`src/hw/rtl/mer_pkg.sv`:
```
package mer_pkg;

    localparam int COORD_BITS  = 12;
    localparam int RADIUS_BITS = 11;
    localparam int PT_W        = RADIUS_BITS + 1;
    localparam int SQ_W        = 2 * RADIUS_BITS;
    localparam int MUL_W       = 2 * PT_W + 2;
    localparam int DEC_W       = 48;
    localparam int PIX_W       = 14;
    localparam int COLOR_W     = 24;
    localparam int IN_FIELDS_W = 2 * COORD_BITS + 2 * RADIUS_BITS;
    localparam int IN_TDATA_W  = ((IN_FIELDS_W + 7) / 8) * 8;
    localparam int OUT_FIELDS_W = 2 * PIX_W + COLOR_W;
    localparam int OUT_TDATA_W = ((OUT_FIELDS_W + 7) / 8) * 8;
    localparam int APB_AW      = 3;
    localparam int APB_DW      = 32;

    // action codes carried on tuser
    localparam logic ACT_START = 1'b0;
    localparam logic ACT_STEP  = 1'b1;

    // register index of the pixel color, taken from paddr[2]
    localparam logic REG_COLOR = 1'b0;

    // classified input word
    typedef struct packed {
        logic                   is_step;
        logic [COORD_BITS-1:0]  center_x;
        logic [COORD_BITS-1:0]  center_y;
        logic [RADIUS_BITS-1:0] radius_x;
        logic [RADIUS_BITS-1:0] radius_y;
    } t_item;

    // one point to be mirrored into four pixels
    typedef struct packed {
        logic [COORD_BITS-1:0] center_x;
        logic [COORD_BITS-1:0] center_y;
        logic [PT_W-1:0]       point_x;
        logic [PT_W-1:0]       point_y;
        logic                  fin;
    } t_job;

endpackage

```
`src/hw/rtl/mer_front.sv`:
```
module mer_front (
    input  logic                          i_clk,
    input  logic                          i_rst_n,
    input  logic                          s_axis_tvalid,
    output logic                          s_axis_tready,
    // center_x, center_y, radius_x, radius_y, zero pad
    input  logic [mer_pkg::IN_TDATA_W-1:0] s_axis_tdata,
    // action
    input  logic                          s_axis_tuser,
    output logic                          o_item_valid,
    output mer_pkg::t_item                o_item,
    input  logic                          i_pop
);

    localparam int CB = mer_pkg::COORD_BITS;
    localparam int RB = mer_pkg::RADIUS_BITS;

    mer_pkg::t_item r_q [2];
    logic           r_wr;
    logic           r_rd;
    logic [1:0]     r_cnt;
    logic           push;
    mer_pkg::t_item in_item;

    // unpack and classify the incoming word
    always_comb begin
        in_item.is_step  = (s_axis_tuser == mer_pkg::ACT_STEP);
        in_item.center_x = s_axis_tdata[CB-1:0];
        in_item.center_y = s_axis_tdata[2*CB-1:CB];
        in_item.radius_x = s_axis_tdata[2*CB+RB-1:2*CB];
        in_item.radius_y = s_axis_tdata[2*CB+2*RB-1:2*CB+RB];
    end

    assign s_axis_tready = (r_cnt != 2'd2);
    assign push          = s_axis_tvalid && s_axis_tready;
    assign o_item_valid  = (r_cnt != 2'd0);
    assign o_item        = r_q[r_rd];

    // queue pointers and fill count
    always_ff @(posedge i_clk) begin
        if (!i_rst_n) begin
            r_wr  <= 1'b0;
            r_rd  <= 1'b0;
            r_cnt <= 2'd0;
        end else begin
            if (push) r_wr <= ~r_wr;
            if (i_pop) r_rd <= ~r_rd;
            if (push && !i_pop) r_cnt <= r_cnt + 2'd1;
            else if (!push && i_pop) r_cnt <= r_cnt - 2'd1;
        end
    end

    // queue storage
    always_ff @(posedge i_clk) begin
        if (push) r_q[r_wr] <= in_item;
    end

endmodule

```
`src/hw/rtl/mer_core.sv`:
```
module mer_core (
    input  logic           i_clk,
    input  logic           i_rst_n,
    input  logic           i_item_valid,
    input  mer_pkg::t_item i_item,
    output logic           o_pop,
    output logic           o_job_valid,
    output mer_pkg::t_job  o_job,
    input  logic           i_job_ready
);

    localparam int PT_W  = mer_pkg::PT_W;
    localparam int SQ_W  = mer_pkg::SQ_W;
    localparam int MUL_W = mer_pkg::MUL_W;
    localparam int DEC_W = mer_pkg::DEC_W;

    // sequencer states
    localparam logic [3:0] S_IDLE   = 4'd0;
    localparam logic [3:0] S_ST_A2  = 4'd1;
    localparam logic [3:0] S_ST_B2  = 4'd2;
    localparam logic [3:0] S_ST_AB  = 4'd3;
    localparam logic [3:0] S_ST_DEC = 4'd4;
    localparam logic [3:0] S_AD_P1  = 4'd5;
    localparam logic [3:0] S_AD_CMP = 4'd6;
    localparam logic [3:0] S_R2_BT  = 4'd7;
    localparam logic [3:0] S_R2_YY  = 4'd8;
    localparam logic [3:0] S_R2_AY  = 4'd9;
    localparam logic [3:0] S_R2_AB  = 4'd10;
    localparam logic [3:0] S_R2_END = 4'd11;
    localparam logic [3:0] S_AD_UPD = 4'd12;

    logic [3:0]                     r_state;
    logic [3:0]                     n_state;
    logic                           r_active;
    logic                           r_reg2;
    logic                           r_job_valid;
    mer_pkg::t_job                  r_job;
    logic [mer_pkg::COORD_BITS-1:0] r_cx;
    logic [mer_pkg::COORD_BITS-1:0] r_cy;
    logic [mer_pkg::RADIUS_BITS-1:0] r_rx;
    logic [mer_pkg::RADIUS_BITS-1:0] r_ry;
    logic [SQ_W-1:0]                r_a2;
    logic [SQ_W-1:0]                r_b2;
    logic [PT_W-1:0]                r_px;
    logic [PT_W-1:0]                r_py;
    logic [DEC_W-1:0]               r_dec;
    logic [DEC_W-1:0]               r_p0;
    logic [DEC_W-1:0]               r_p1;
    logic [DEC_W-1:0]               r_mul;

    logic [MUL_W-1:0]   op_a;
    logic [MUL_W-1:0]   op_b;
    logic [2*MUL_W-1:0] prod;
    logic [PT_W-1:0]    ym;
    logic [DEC_W-1:0]   a2w;
    logic [DEC_W-1:0]   b2w;
    logic [DEC_W-1:0]   r1_upd;
    logic [DEC_W-1:0]   r2_upd;
    logic               dec_pos;
    logic               upd_go;
    logic               to_reg2;

    assign a2w     = DEC_W'(r_a2);
    assign b2w     = DEC_W'(r_b2);
    assign ym      = (r_py == '0) ? PT_W'(1) : r_py - PT_W'(1);
    assign dec_pos = !r_dec[DEC_W-1] && (r_dec != '0);
    assign r1_upd  = (r_p0 << 3) + (b2w << 3) + (b2w << 2);
    assign r2_upd  = (a2w << 3) + (a2w << 2) - (r_p1 << 3);
    assign upd_go  = !r_job_valid || i_job_ready;
    assign to_reg2 = !r_reg2 && (r_p0 > r_mul);
    assign o_pop   = (r_state == S_IDLE) && i_item_valid;
    assign o_job_valid = r_job_valid;
    assign o_job   = r_job;

    // shared multiplier operand select
    always_comb begin
        op_a = '0;
        op_b = '0;
        unique case (r_state)
            S_IDLE: begin
                op_a = MUL_W'(r_b2);
                op_b = MUL_W'(r_px);
            end
            S_ST_A2: begin
                op_a = MUL_W'(r_rx);
                op_b = MUL_W'(r_rx);
            end
            S_ST_B2: begin
                op_a = MUL_W'(r_ry);
                op_b = MUL_W'(r_ry);
            end
            S_ST_AB: begin
                op_a = MUL_W'(r_a2);
                op_b = MUL_W'(r_ry);
            end
            S_AD_P1: begin
                op_a = MUL_W'(r_a2);
                op_b = MUL_W'(r_py);
            end
            S_AD_CMP: begin
                op_a = MUL_W'({r_px, 1'b1});
                op_b = MUL_W'({r_px, 1'b1});
            end
            S_R2_BT: begin
                op_a = r_mul[MUL_W-1:0];
                op_b = MUL_W'(r_b2);
            end
            S_R2_YY: begin
                op_a = MUL_W'(ym);
                op_b = MUL_W'(ym);
            end
            S_R2_AY: begin
                op_a = r_mul[MUL_W-1:0];
                op_b = MUL_W'(r_a2);
            end
            S_R2_AB: begin
                op_a = MUL_W'(r_a2);
                op_b = MUL_W'(r_b2);
            end
            default: begin
                op_a = '0;
                op_b = '0;
            end
        endcase
    end

    assign prod = op_a * op_b;

    // next state
    always_comb begin
        n_state = r_state;
        unique case (r_state)
            S_IDLE: begin
                if (i_item_valid) begin
                    if (!i_item.is_step) n_state = S_ST_A2;
                    else if (r_active) n_state = S_AD_P1;
                end
            end
            S_ST_A2:  n_state = S_ST_B2;
            S_ST_B2:  n_state = S_ST_AB;
            S_ST_AB:  n_state = S_ST_DEC;
            S_ST_DEC: n_state = S_IDLE;
            S_AD_P1:  n_state = S_AD_CMP;
            S_AD_CMP: n_state = to_reg2 ? S_R2_BT : S_AD_UPD;
            S_R2_BT:  n_state = S_R2_YY;
            S_R2_YY:  n_state = S_R2_AY;
            S_R2_AY:  n_state = S_R2_AB;
            S_R2_AB:  n_state = S_R2_END;
            S_R2_END: n_state = S_AD_UPD;
            S_AD_UPD: if (upd_go) n_state = S_IDLE;
            default:  n_state = S_IDLE;
        endcase
    end

    // control state
    always_ff @(posedge i_clk) begin
        if (!i_rst_n) begin
            r_state     <= S_IDLE;
            r_active    <= 1'b0;
            r_reg2      <= 1'b0;
            r_job_valid <= 1'b0;
        end else begin
            r_state <= n_state;
            if (r_job_valid && i_job_ready) r_job_valid <= 1'b0;
            if (r_state == S_IDLE && i_item_valid && !i_item.is_step) begin
                r_reg2 <= 1'b0;
            end
            if (r_state == S_ST_DEC) r_active <= 1'b1;
            if (r_state == S_R2_END) r_reg2 <= 1'b1;
            if (r_state == S_AD_UPD && upd_go) begin
                r_job_valid <= 1'b1;
                if (r_py == '0 && (r_reg2 || !r_dec[DEC_W-1])) r_active <= 1'b0;
            end
        end
    end

    // geometry, decision and product registers
    always_ff @(posedge i_clk) begin
        r_mul <= DEC_W'(prod);
        unique case (r_state)
            S_IDLE: begin
                if (i_item_valid && !i_item.is_step) begin
                    r_cx <= i_item.center_x;
                    r_cy <= i_item.center_y;
                    r_rx <= i_item.radius_x;
                    r_ry <= i_item.radius_y;
                    r_px <= '0;
                    r_py <= PT_W'(i_item.radius_y);
                end
            end
            S_ST_B2:  r_a2 <= r_mul[SQ_W-1:0];
            S_ST_AB:  r_b2 <= r_mul[SQ_W-1:0];
            S_ST_DEC: r_dec <= (b2w << 2) - (r_mul << 2) + a2w;
            S_AD_P1:  r_p0 <= r_mul;
            S_AD_CMP: r_p1 <= r_mul;
            S_R2_YY:  r_dec <= r_mul;
            S_R2_AB:  r_dec <= r_dec + (r_mul << 2);
            S_R2_END: r_dec <= r_dec - (r_mul << 2);
            S_AD_UPD: begin
                if (upd_go) begin
                    r_job.center_x <= r_cx;
                    r_job.center_y <= r_cy;
                    r_job.point_x  <= r_px;
                    r_job.point_y  <= r_py;
                    r_job.fin      <= 1'b0;
                    if (r_reg2) begin
                        // region two: y steps down every point
                        if (r_py == '0) begin
                            r_job.fin <= 1'b1;
                        end else begin
                            if (dec_pos) begin
                                r_dec <= r_dec + r2_upd;
                            end else begin
                                r_dec <= r_dec + r2_upd + (r_p0 << 3) + (b2w << 3);
                                r_px  <= r_px + PT_W'(1);
                            end
                            r_py <= r_py - PT_W'(1);
                        end
                    end else begin
                        // region one: x steps up every point
                        if (r_dec[DEC_W-1]) begin
                            r_dec <= r_dec + r1_upd;
                            r_px  <= r_px + PT_W'(1);
                        end else if (r_py == '0) begin
                            r_job.fin <= 1'b1;
                        end else begin
                            r_dec <= r_dec + r1_upd - (r_p1 << 3) + (a2w << 3);
                            r_px  <= r_px + PT_W'(1);
                            r_py  <= r_py - PT_W'(1);
                        end
                    end
                end
            end
            default: begin
            end
        endcase
    end

endmodule

```
`src/hw/rtl/mer_emit.sv`:
```
module mer_emit (
    input  logic                           i_clk,
    input  logic                           i_rst_n,
    input  logic                           i_job_valid,
    input  mer_pkg::t_job                  i_job,
    output logic                           o_job_ready,
    input  logic [mer_pkg::COLOR_W-1:0]    i_color,
    output logic                           m_axis_tvalid,
    input  logic                           m_axis_tready,
    // pixel_x, pixel_y, color, zero pad
    output logic [mer_pkg::OUT_TDATA_W-1:0] m_axis_tdata,
    output logic                           m_axis_tlast
);

    localparam int PIX_W = mer_pkg::PIX_W;
    localparam int PAD_W = mer_pkg::OUT_TDATA_W - mer_pkg::OUT_FIELDS_W;

    mer_pkg::t_job                 r_job;
    logic                          r_busy;
    logic [1:0]                    r_idx;
    logic                          r_ov;
    logic [PIX_W-1:0]              r_pix_x;
    logic [PIX_W-1:0]              r_pix_y;
    logic [mer_pkg::COLOR_W-1:0]   r_color;
    logic                          r_last;
    logic                          adv;
    logic                          take;
    logic [PIX_W-1:0]              x_pos;
    logic [PIX_W-1:0]              x_neg;
    logic [PIX_W-1:0]              y_pos;
    logic [PIX_W-1:0]              y_neg;

    assign adv         = !r_ov || m_axis_tready;
    assign o_job_ready = !r_busy || (adv && r_idx == 2'd3);
    assign take        = i_job_valid && o_job_ready;

    // mirrored coordinates around the center
    assign x_pos = PIX_W'(r_job.center_x) + PIX_W'(r_job.point_x);
    assign x_neg = PIX_W'(r_job.center_x) - PIX_W'(r_job.point_x);
    assign y_pos = PIX_W'(r_job.center_y) + PIX_W'(r_job.point_y);
    assign y_neg = PIX_W'(r_job.center_y) - PIX_W'(r_job.point_y);

    // quadrant counter and output valid
    always_ff @(posedge i_clk) begin
        if (!i_rst_n) begin
            r_busy <= 1'b0;
            r_idx  <= 2'd0;
            r_ov   <= 1'b0;
        end else begin
            if (adv) begin
                r_ov <= r_busy;
                if (r_busy) begin
                    r_idx <= r_idx + 2'd1;
                    if (r_idx == 2'd3) r_busy <= 1'b0;
                end
            end
            if (take) begin
                r_busy <= 1'b1;
                r_idx  <= 2'd0;
            end
        end
    end

    // output word register
    always_ff @(posedge i_clk) begin
        if (take) r_job <= i_job;
        if (adv && r_busy) begin
            r_color <= i_color;
            r_last  <= 1'b0;
            unique case (r_idx)
                2'd0: begin
                    r_pix_x <= x_pos;
                    r_pix_y <= y_pos;
                end
                2'd1: begin
                    r_pix_x <= x_neg;
                    r_pix_y <= y_pos;
                end
                2'd2: begin
                    r_pix_x <= x_pos;
                    r_pix_y <= y_neg;
                end
                2'd3: begin
                    r_pix_x <= x_neg;
                    r_pix_y <= y_neg;
                    r_last  <= r_job.fin;
                end
            endcase
        end
    end

    assign m_axis_tvalid = r_ov;
    assign m_axis_tdata  = {PAD_W'(0), r_color, r_pix_y, r_pix_x};
    assign m_axis_tlast  = r_last;

endmodule

```
`src/hw/rtl/midpoint_ellipse_rasterizer_top.sv`:
```
// Axis-aligned midpoint ellipse rasterizer. A word with tuser = 0 loads the
// center and both radii and restarts the ellipse at (0, radius_y); it produces
// no output and runs the setup states of the sequencer. A word with tuser = 1
// produces the four mirrored pixels of the current point, in the order
// (+x,+y), (-x,+y), (+x,-y), (-x,-y), and then moves to the next point; tlast
// marks the fourth pixel of the final point, and step words after that produce
// nothing. A step runs two products on the shared 26x26 multiplier, a region
// compare and the decision update; the single step that crosses into region
// two also builds its starting decision in states S_R2_BT to S_R2_END. Pixels
// leave one per cycle from an output register while tready is high, and a
// 2-deep input queue lets the sender run ahead of the sequencer. The pixel
// color comes from the register at APB address 0.
module midpoint_ellipse_rasterizer_top (
    input  logic                            i_clk,
    input  logic                            i_rst_n,
    input  logic                            s_axis_tvalid,
    output logic                            s_axis_tready,
    // center_x, center_y, radius_x, radius_y, zero pad
    input  logic [mer_pkg::IN_TDATA_W-1:0]  s_axis_tdata,
    // action
    input  logic                            s_axis_tuser,
    output logic                            m_axis_tvalid,
    input  logic                            m_axis_tready,
    // pixel_x, pixel_y, color, zero pad
    output logic [mer_pkg::OUT_TDATA_W-1:0] m_axis_tdata,
    output logic                            m_axis_tlast,
    input  logic                            psel,
    input  logic                            penable,
    input  logic                            pwrite,
    input  logic [mer_pkg::APB_AW-1:0]      paddr,
    input  logic [mer_pkg::APB_DW-1:0]      pwdata,
    output logic [mer_pkg::APB_DW-1:0]      prdata,
    output logic                            pready
);

    logic [mer_pkg::COLOR_W-1:0] r_color;
    logic                        item_valid;
    mer_pkg::t_item              item;
    logic                        pop;
    logic                        job_valid;
    mer_pkg::t_job               job;
    logic                        job_ready;

    // configuration register
    assign pready = 1'b1;
    always_ff @(posedge i_clk) begin
        if (!i_rst_n) begin
            r_color <= '0;
        end else if (psel && penable && pwrite && pready && paddr[2] == mer_pkg::REG_COLOR) begin
            r_color <= pwdata[mer_pkg::COLOR_W-1:0];
        end
    end
    assign prdata = (paddr[2] == mer_pkg::REG_COLOR) ? mer_pkg::APB_DW'(r_color) : '0;

    mer_front u_front (
        .i_clk         (i_clk),
        .i_rst_n       (i_rst_n),
        .s_axis_tvalid (s_axis_tvalid),
        .s_axis_tready (s_axis_tready),
        .s_axis_tdata  (s_axis_tdata),
        .s_axis_tuser  (s_axis_tuser),
        .o_item_valid  (item_valid),
        .o_item        (item),
        .i_pop         (pop)
    );

    mer_core u_core (
        .i_clk        (i_clk),
        .i_rst_n      (i_rst_n),
        .i_item_valid (item_valid),
        .i_item       (item),
        .o_pop        (pop),
        .o_job_valid  (job_valid),
        .o_job        (job),
        .i_job_ready  (job_ready)
    );

    mer_emit u_emit (
        .i_clk         (i_clk),
        .i_rst_n       (i_rst_n),
        .i_job_valid   (job_valid),
        .i_job         (job),
        .o_job_ready   (job_ready),
        .i_color       (r_color),
        .m_axis_tvalid (m_axis_tvalid),
        .m_axis_tready (m_axis_tready),
        .m_axis_tdata  (m_axis_tdata),
        .m_axis_tlast  (m_axis_tlast)
    );

endmodule

```
`config.mk`:
```
export PLATFORM = sky130hd
export DESIGN_NAME = midpoint_ellipse_rasterizer_top
export DESIGN_NICKNAME = d
export VERILOG_FILES = /design/src/hw/rtl/mer_pkg.sv /design/src/hw/rtl/mer_front.sv /design/src/hw/rtl/mer_core.sv /design/src/hw/rtl/mer_emit.sv /design/src/hw/rtl/midpoint_ellipse_rasterizer_top.sv
export SDC_FILE = /design/constraint.sdc
export NUM_CORES = 2
export LEC_CHECK = 0
export BUFFER_PORTS_ARGS = -buffer_cell sky130_fd_sc_hd__buf_2
export CAP_MARGIN = 10
export CORE_UTILIZATION = 35
export CTS_BUF_LIST = sky130_fd_sc_hd__clkbuf_8 sky130_fd_sc_hd__clkbuf_16
export DETAILED_ROUTE_END_ITERATION = 8
export HOLD_SLACK_MARGIN = 0.15
export PLACE_DENSITY = 0.56
export SYNTH_ARGS = -nofsm -noshare
export SYNTH_HDL_FRONTEND = slang
export SYNTH_SLANG_ARGS = --single-unit
```
`constraint.sdc`:
```
create_clock -name i_clk -period 22.2 [get_ports i_clk]
set_clock_uncertainty 0.1 [all_clocks]
set_input_delay 1.11 -clock i_clk [delete_from_list [all_inputs] [get_ports i_clk]]
set_output_delay 1.11 -clock i_clk [all_outputs]
set_load 0.02 [all_outputs]
```
# Word-level counts from Yosys, hierarchy flattened
# Memory sizes are Yosys's and may differ from the RTL's. A register that Yosys moved wholly into a read port is not among the register bits.
# Cells that the tools add are included.
# W data, S select, Z words.
# op_classes
add_sub_neg	23
mul	1
magnitude_cmp	1
eq_ne	24
n_mux	53
n_bitwise	4
reduce_logical	56
# op_table
operator	count
$mux W48	6
$pmux W48 S5	1
$add A48 B48 Y48	4
$pmux W26 S7	1
$pmux W22 S8	1
$mux W12	13
$add A48 B25 Y48	3
$sub A48 B48 Y48	2
$pmux W14 S2	2
$add A48 B22 Y48	1
$add A48 B24 Y48	1
$gt A48 B48 Y1	1
$mul A26 B22 Y48	1
$pmux W12 S2	2
$pmux W4 S12	1
$reduce_bool A48 Y1	1
$sub A24 B48 Y48	1
$sub A26 B48 Y48	1
$add A12 B12 Y13	2
$add A25 B24 Y26	1
$sub A12 B12 Y13	2
$mux W24	1
$eq A4 B4 Y1 const B	5
$mux W4	5
30 further kinds	103
# totals
regBits	493
mem_bits_rw	94
inputBits	91
output_inout_bits	92
n_memories	1
# memory_table
name	words	word_bits	rd	rd_clocked_by_memory_dff	wr	line	source
u_front.r_q	2	47	1	1	1	mer_front.sv:18	mer_pkg::t_item r_q [2];

# Longest topological paths before layout
# logic_depth
ltp_word	10
depth_mapped	38

# By module
# A second synthesis with hierarchy kept.
# hier_totals
cells_unflattened	6761
area_unflattened_um2	64415.5
# modules_own_cells
mod	n_inst	cells_each	area_per_inst_um2
mer_core	1	5996	53951.7
mer_emit	1	453	5599.1
mer_front	1	170	3639.7
midpoint_ellipse_rasterizer_top	1	142	1224.9

# Least setup slack after synthesis
# OpenSTA, ideal clock, no wires.
# synth_path
kind	reg2reg
startpoint	register u_core.r_state[1]
endpoint	register u_core.r_mul[46]
setup_ns	0.072
t_arrival_ns	9.635
required_time_ns	22.028
setup_slack_ns	12.393
stages_incl_launch_ff	33
n_path_buf	3
synth_period_minus_slack_ns	9.807
path_cell_list	dfxtp_1 > clkbuf_1 > nand2_1 > nor2_1 > clkbuf_1 > a221oi_1 > nand4_1 > clkbuf_1 > nand2_1 > fa_1 > inv_1 > fa_1 > inv_1 > fa_1 > inv_1 > fa_1 > inv_1 > fa_1 > inv_1 > fa_1 > fa_1 > ha_1 > and3_1 > nand3_1 > nor2_1 > and3_1 > o31a_1 > o21ai_1 > o21ai_1 > o41a_1 > a21o_1 > a221oi_2 > xnor2_1
# synth_via
elab_chain_cells	4
# synth_rtl
element	line	source
start: declaration	mer_core.sv:32	logic [3:0] r_state;
start signal: assignment	mer_core.sv:163	r_state <= n_state;
$eq A4 B2 Y1 (tied with other cells)	mer_core.sv:79	unique case (r_state)
$reduce_or A3 Y1 (no line) or $reduce_or A2 Y1 (tied branches)	--	
$pmux W26 S7 or $pmux W22 S8 (tied branches)	mer_core.sv:79	
$mul A26 B22 Y48 *	mer_core.sv:127	assign prod = op_a * op_b;
net u_core.prod[46]	mer_core.sv:53	logic [2*MUL_W-1:0] prod;
end signal: assignment	mer_core.sv:179	r_mul <= DEC_W'(prod);
end: declaration	mer_core.sv:49	logic [DEC_W-1:0] r_mul;
# Mark *: on every way through the listed nets, which the timed path passes. The rest lies on a longest branch.
# A chain may end at the register's enable or synchronous reset.

# Worst setup path after layout
# layout_path
startpoint	register u_core.r_py[0]
endpoint	register u_core.r_mul[46]
# layout_via
elab_chain_cells	4
# layout_rtl
element	line	source
start: declaration	mer_core.sv:45	logic [PT_W-1:0] r_py;
start signal: assignment	mer_core.sv:188	r_py <= PT_W'(i_item.radius_y);
start signal: assignment	mer_core.sv:217	r_py <= r_py - PT_W'(1);
start signal: assignment	mer_core.sv:229	r_py <= r_py - PT_W'(1);
$sub A12 B1 Y12 or $logic_not A12 Y1 (tied branches)	mer_core.sv:65	assign ym = (r_py == '0) ? PT_W'(1) : r_py - PT_W'(1);
$mux W12	mer_core.sv:65	
$pmux W22 S8 or $pmux W26 S7 (tied branches)	mer_core.sv:79	
$mul A26 B22 Y48 *	mer_core.sv:127	
net u_core.prod[46]	mer_core.sv:53	
# Marks and branches as above.

==> results.sh <==
export IMPL_cts_repair_resized=0
export IMPL_max_freq_mhz=90.6
export IMPL_num_vias=50900
export IMPL_fin_tns_setup_ns=0
export IMPL_clk_path_buf_depth=3
export IMPL_slew_headroom_pct=24.2
export IMPL_dr_pass1_iters=9
export IMPL_clk_latency_ns=0.68
export IMPL_crit_top_cell="fa_1"
export IMPL_ys_types=101
export IMPL_routed_via_density=5.56
export IMPL_hold_violations=0
export IMPL_synth_top_area_share_pct=23.6
export IMPL_fillers=18000
export IMPL_area_growth_pct=8.74
export IMPL_slew_viol_final=0
export IMPL_drt_iter0_markers=5091
export IMPL_place_congestion=1.01
export IMPL_drive_gt1_share_pct=6.88
export IMPL_post_cts_buffers=0
export IMPL_hold_path_endpoint="u_emit.r_job[30]"
export IMPL_r2r_setup_slack_ns=11.17
export IMPL_nets=8094
export IMPL_ff2ff_path_depth=35
export IMPL_max_cap_viol_count=0
export IMPL_avgSynthCellArea_sq_um=9.52
export IMPL_r2r_end="u_core.r_mul[46]"
export IMPL_yosys_warnings=0
export IMPL_cp_required_ns=22.69
export IMPL_crit_path_end_kind="flip-flop"
export IMPL_yosys_area_top_type="edfxtp_1"
export IMPL_yosysSeqAreaShare_pct=26.4
export IMPL_crit_family="adder cells"
export IMPL_clock_sinks=588
export IMPL_cp_max_fo=12
export IMPL_hold_start="u_core.o_job[30]"
export IMPL_antenna_found_initial=7
export IMPL_wirelength_microns=214000
export IMPL_status="completed"
export IMPL_period_minus_slack_ns=11.03
export IMPL_top_level_ports=183
export IMPL_drtAntennaViolNets=0
export IMPL_grt_max_degree=56
export IMPL_die_h_microns=428
export IMPL_port_buffers=157
export IMPL_path_buf_inv=6
export IMPL_fin_crit_sh_pct=49.7
export IMPL_dp_hpwl_microns=170000
export IMPL_htree_levels=2
export IMPL_critPathArrivalTime_ns=11.52
export IMPL_synth_area_leaders="edfxtp_1, fa_1, ha_1, inv_1, nand2_1"
export IMPL_avgRoutedWirePerCell_microns=23.4
export IMPL_synthFlopType="edfxtp_1"
export IMPL_tightest_slew_ns=1.13
export IMPL_core_area_sq_um=181000
export IMPL_drc=0
export IMPL_synth_seq_cells=588
export IMPL_grt_overflow_total=0
export IMPL_rsz0062_at_grt="false"
export IMPL_async_flop_share_pct=0
export IMPL_post_route_cell_area_sq_um=69100
export IMPL_min_path_cells=0
export IMPL_worst_path_max_delay_cell="and2_1"
export IMPL_postCtsHoldBufs=0
export IMPL_layout_cells_non_filler=9143
export IMPL_placed_cell_area_sq_um=67000
export IMPL_cpPeakStageDelay_ns=0.82
export IMPL_setup_viol=0
export IMPL_syn_area_sq_um=63600
export IMPL_hp_class="reg -> reg"
export IMPL_grt_usage_pct=22.8
export IMPL_start_kind="flip-flop"
export IMPL_rows=156
export IMPL_synth_edff_count=500
export IMPL_die_w_microns=428
export IMPL_numPlacedInstances=9024
export IMPL_grt_pass1_wl_microns=319000
export IMPL_crit_type="reg -> reg"
export IMPL_syn_inst=6680
export IMPL_cts_buffers=61
export IMPL_grt_pass1_vias=50800
export IMPL_regToRegStartpoint="u_core.r_py[0]"
export IMPL_cts_tree="built"
export IMPL_cts_root_buf="clkbuf_16"
export IMPL_initial_core_util_pct=35.2
export IMPL_die_area_sq_um=183000
export IMPL_path_clk_slew_ns=0.06
-- cell families (layout without fill, tap and decap cells) --
logic type,Yosys count,in the layout,synth area share [%]
adders and majority gates,1286,1286,32.8
other,2,16,0.0118
muxes,67,67,1.16
buffers and inverters,1218,1297,7.32
and+or+nand+nor,1733,1733,12.3
AOI/OAI and AO/OA,1411,1411,14.9
DFF,588,588,26.4
xor gates and xnor gates,375,375,5.17
-- cells in the mapped netlist, types with 14 or more instances --
cell type and count:
a211o_1 17, a211oi_1 35, a21boi_0 37, a21o_1 172
a21oi_1 360, a221o_1 15, a221oi_1 35, a222oi_1 32
a22o_1 14, a22oi_1 66, a31oi_1 39, and2_1 69
and3_1 44, buf_2 24, buf_4 14, clkbuf_1 232
dfxtp_1 88, edfxtp_1 500, fa_1 635, ha_1 651
inv_1 939, mux2_2 51, mux2i_1 15, nand2_1 717
nand2b_1 43, nand3_1 97, nand4_1 62, nor2_1 451
nor2b_1 60, nor3_1 73, nor4_1 38, o211ai_1 30
o21a_1 59, o21ai_0 204, o21ai_1 63, o21bai_1 53
o31ai_1 27, or3_1 25, xnor2_1 260, xor2_1 115
-- area by class of cell --
| class | instances | area, sq um | area share (%) |
|---|---|---|---|
| Clock buffer | 63 | 1570 | 2.26 |
| Timing Repair Buffer | 238 | 1390 | 2.02 |
| Tap cell | 2370 | 2970 | 4.29 |
| Clock inverter | 53 | 547 | 0.791 |
| Inverter | 943 | 3540 | 5.12 |
| Sequential cell | 588 | 16800 | 24.3 |
| Antenna cell | 3 | 7.51 | 0.0109 |
| Multi-Input combinational cell | 4885 | 42300 | 61.2 |
-- per-stage QoR --
| stage | setup WS (ns) | hold WS, ns | util, % |
|---|---|---|---|
| floorplan | 12.39 | 0.300 | - |
| global placement | 11.39 | 0.301 | 37.1 |
| detailed placement | 11.32 | 0.305 | 37.1 |
| CTS | 11.24 | 0.314 | 38.3 |
| global route | 10.61 | 0.319 | 38.3 |
| finish | 11.17 | 0.311 | 38.3 |
-- placed cells by master, fill, tap and decap left out, drive strengths merged, types with 39 or more instances in the layout --
cell type | Yosys | routed
xnor2 | 260 | 260
dfxtp | 88 | 88
nor3 | 74 | 74
a21o | 172 | 172
a21boi | 41 | 41
a22oi | 66 | 66
ha | 651 | 651
clkbuf | 232 | 63
o21a | 59 | 59
a221oi | 39 | 39
edfxtp | 500 | 500
mux2 | 52 | 52
o21ai | 268 | 268
buf | 43 | 238
and2 | 69 | 69
nor4 | 39 | 39
nor2 | 451 | 451
nand2 | 717 | 717
nand4 | 62 | 62
xor2 | 115 | 115
o21bai | 53 | 53
nand2b | 43 | 43
and3 | 44 | 44
nor2b | 60 | 60
nand3 | 97 | 97
a31oi | 39 | 39
inv | 942 | 952
a21oi | 363 | 363
fa | 635 | 635
-- sequential cells by signal, summed over array words and instances, names as in the netlist, 14 cells and up, named ones only --
name,flops
u_core.o_job,49
u_core.r_p0,48
r_color,24
u_core.r_dec,48
u_core.r_b2,22
u_emit.r_pix_y,14
u_core.r_a2,22
u_emit.r_color,24
u_core.r_p1,45
u_emit.r_pix_x,14
u_emit.r_job,49
u_core.r_mul,48
u_front.r_q,94
-- per-layer routing --
layer	wire, microns	track usage (%)	part of all wire, %
met1	95200	32.6	45
met3	18400	3.51	8.6
met4	7450	7.46	3.5
met5	0	0	0
met2	92800	35.3	43
-- worst max-delay path by stage --
stage,slack [ns],depth (start not counted),startpoint,endpoint
detailed placement,11.32,35,u_core.r_py[0],u_core.r_mul[46]
finish,11.17,35,u_core.r_py[0],u_core.r_mul[46]
floorplan,12.39,32,u_core.r_state[1],u_core.r_mul[46]
global placement,11.39,35,u_core.r_py[0],u_core.r_mul[46]
global route,10.61,30,u_core.r_py[0],u_core.r_mul[45]
CTS,11.24,35,u_core.r_py[0],u_core.r_mul[46]
Power is left out: the tool's default activity adds up to more than one toggle a clock period on the data nets, which glitch-free logic cannot reach.
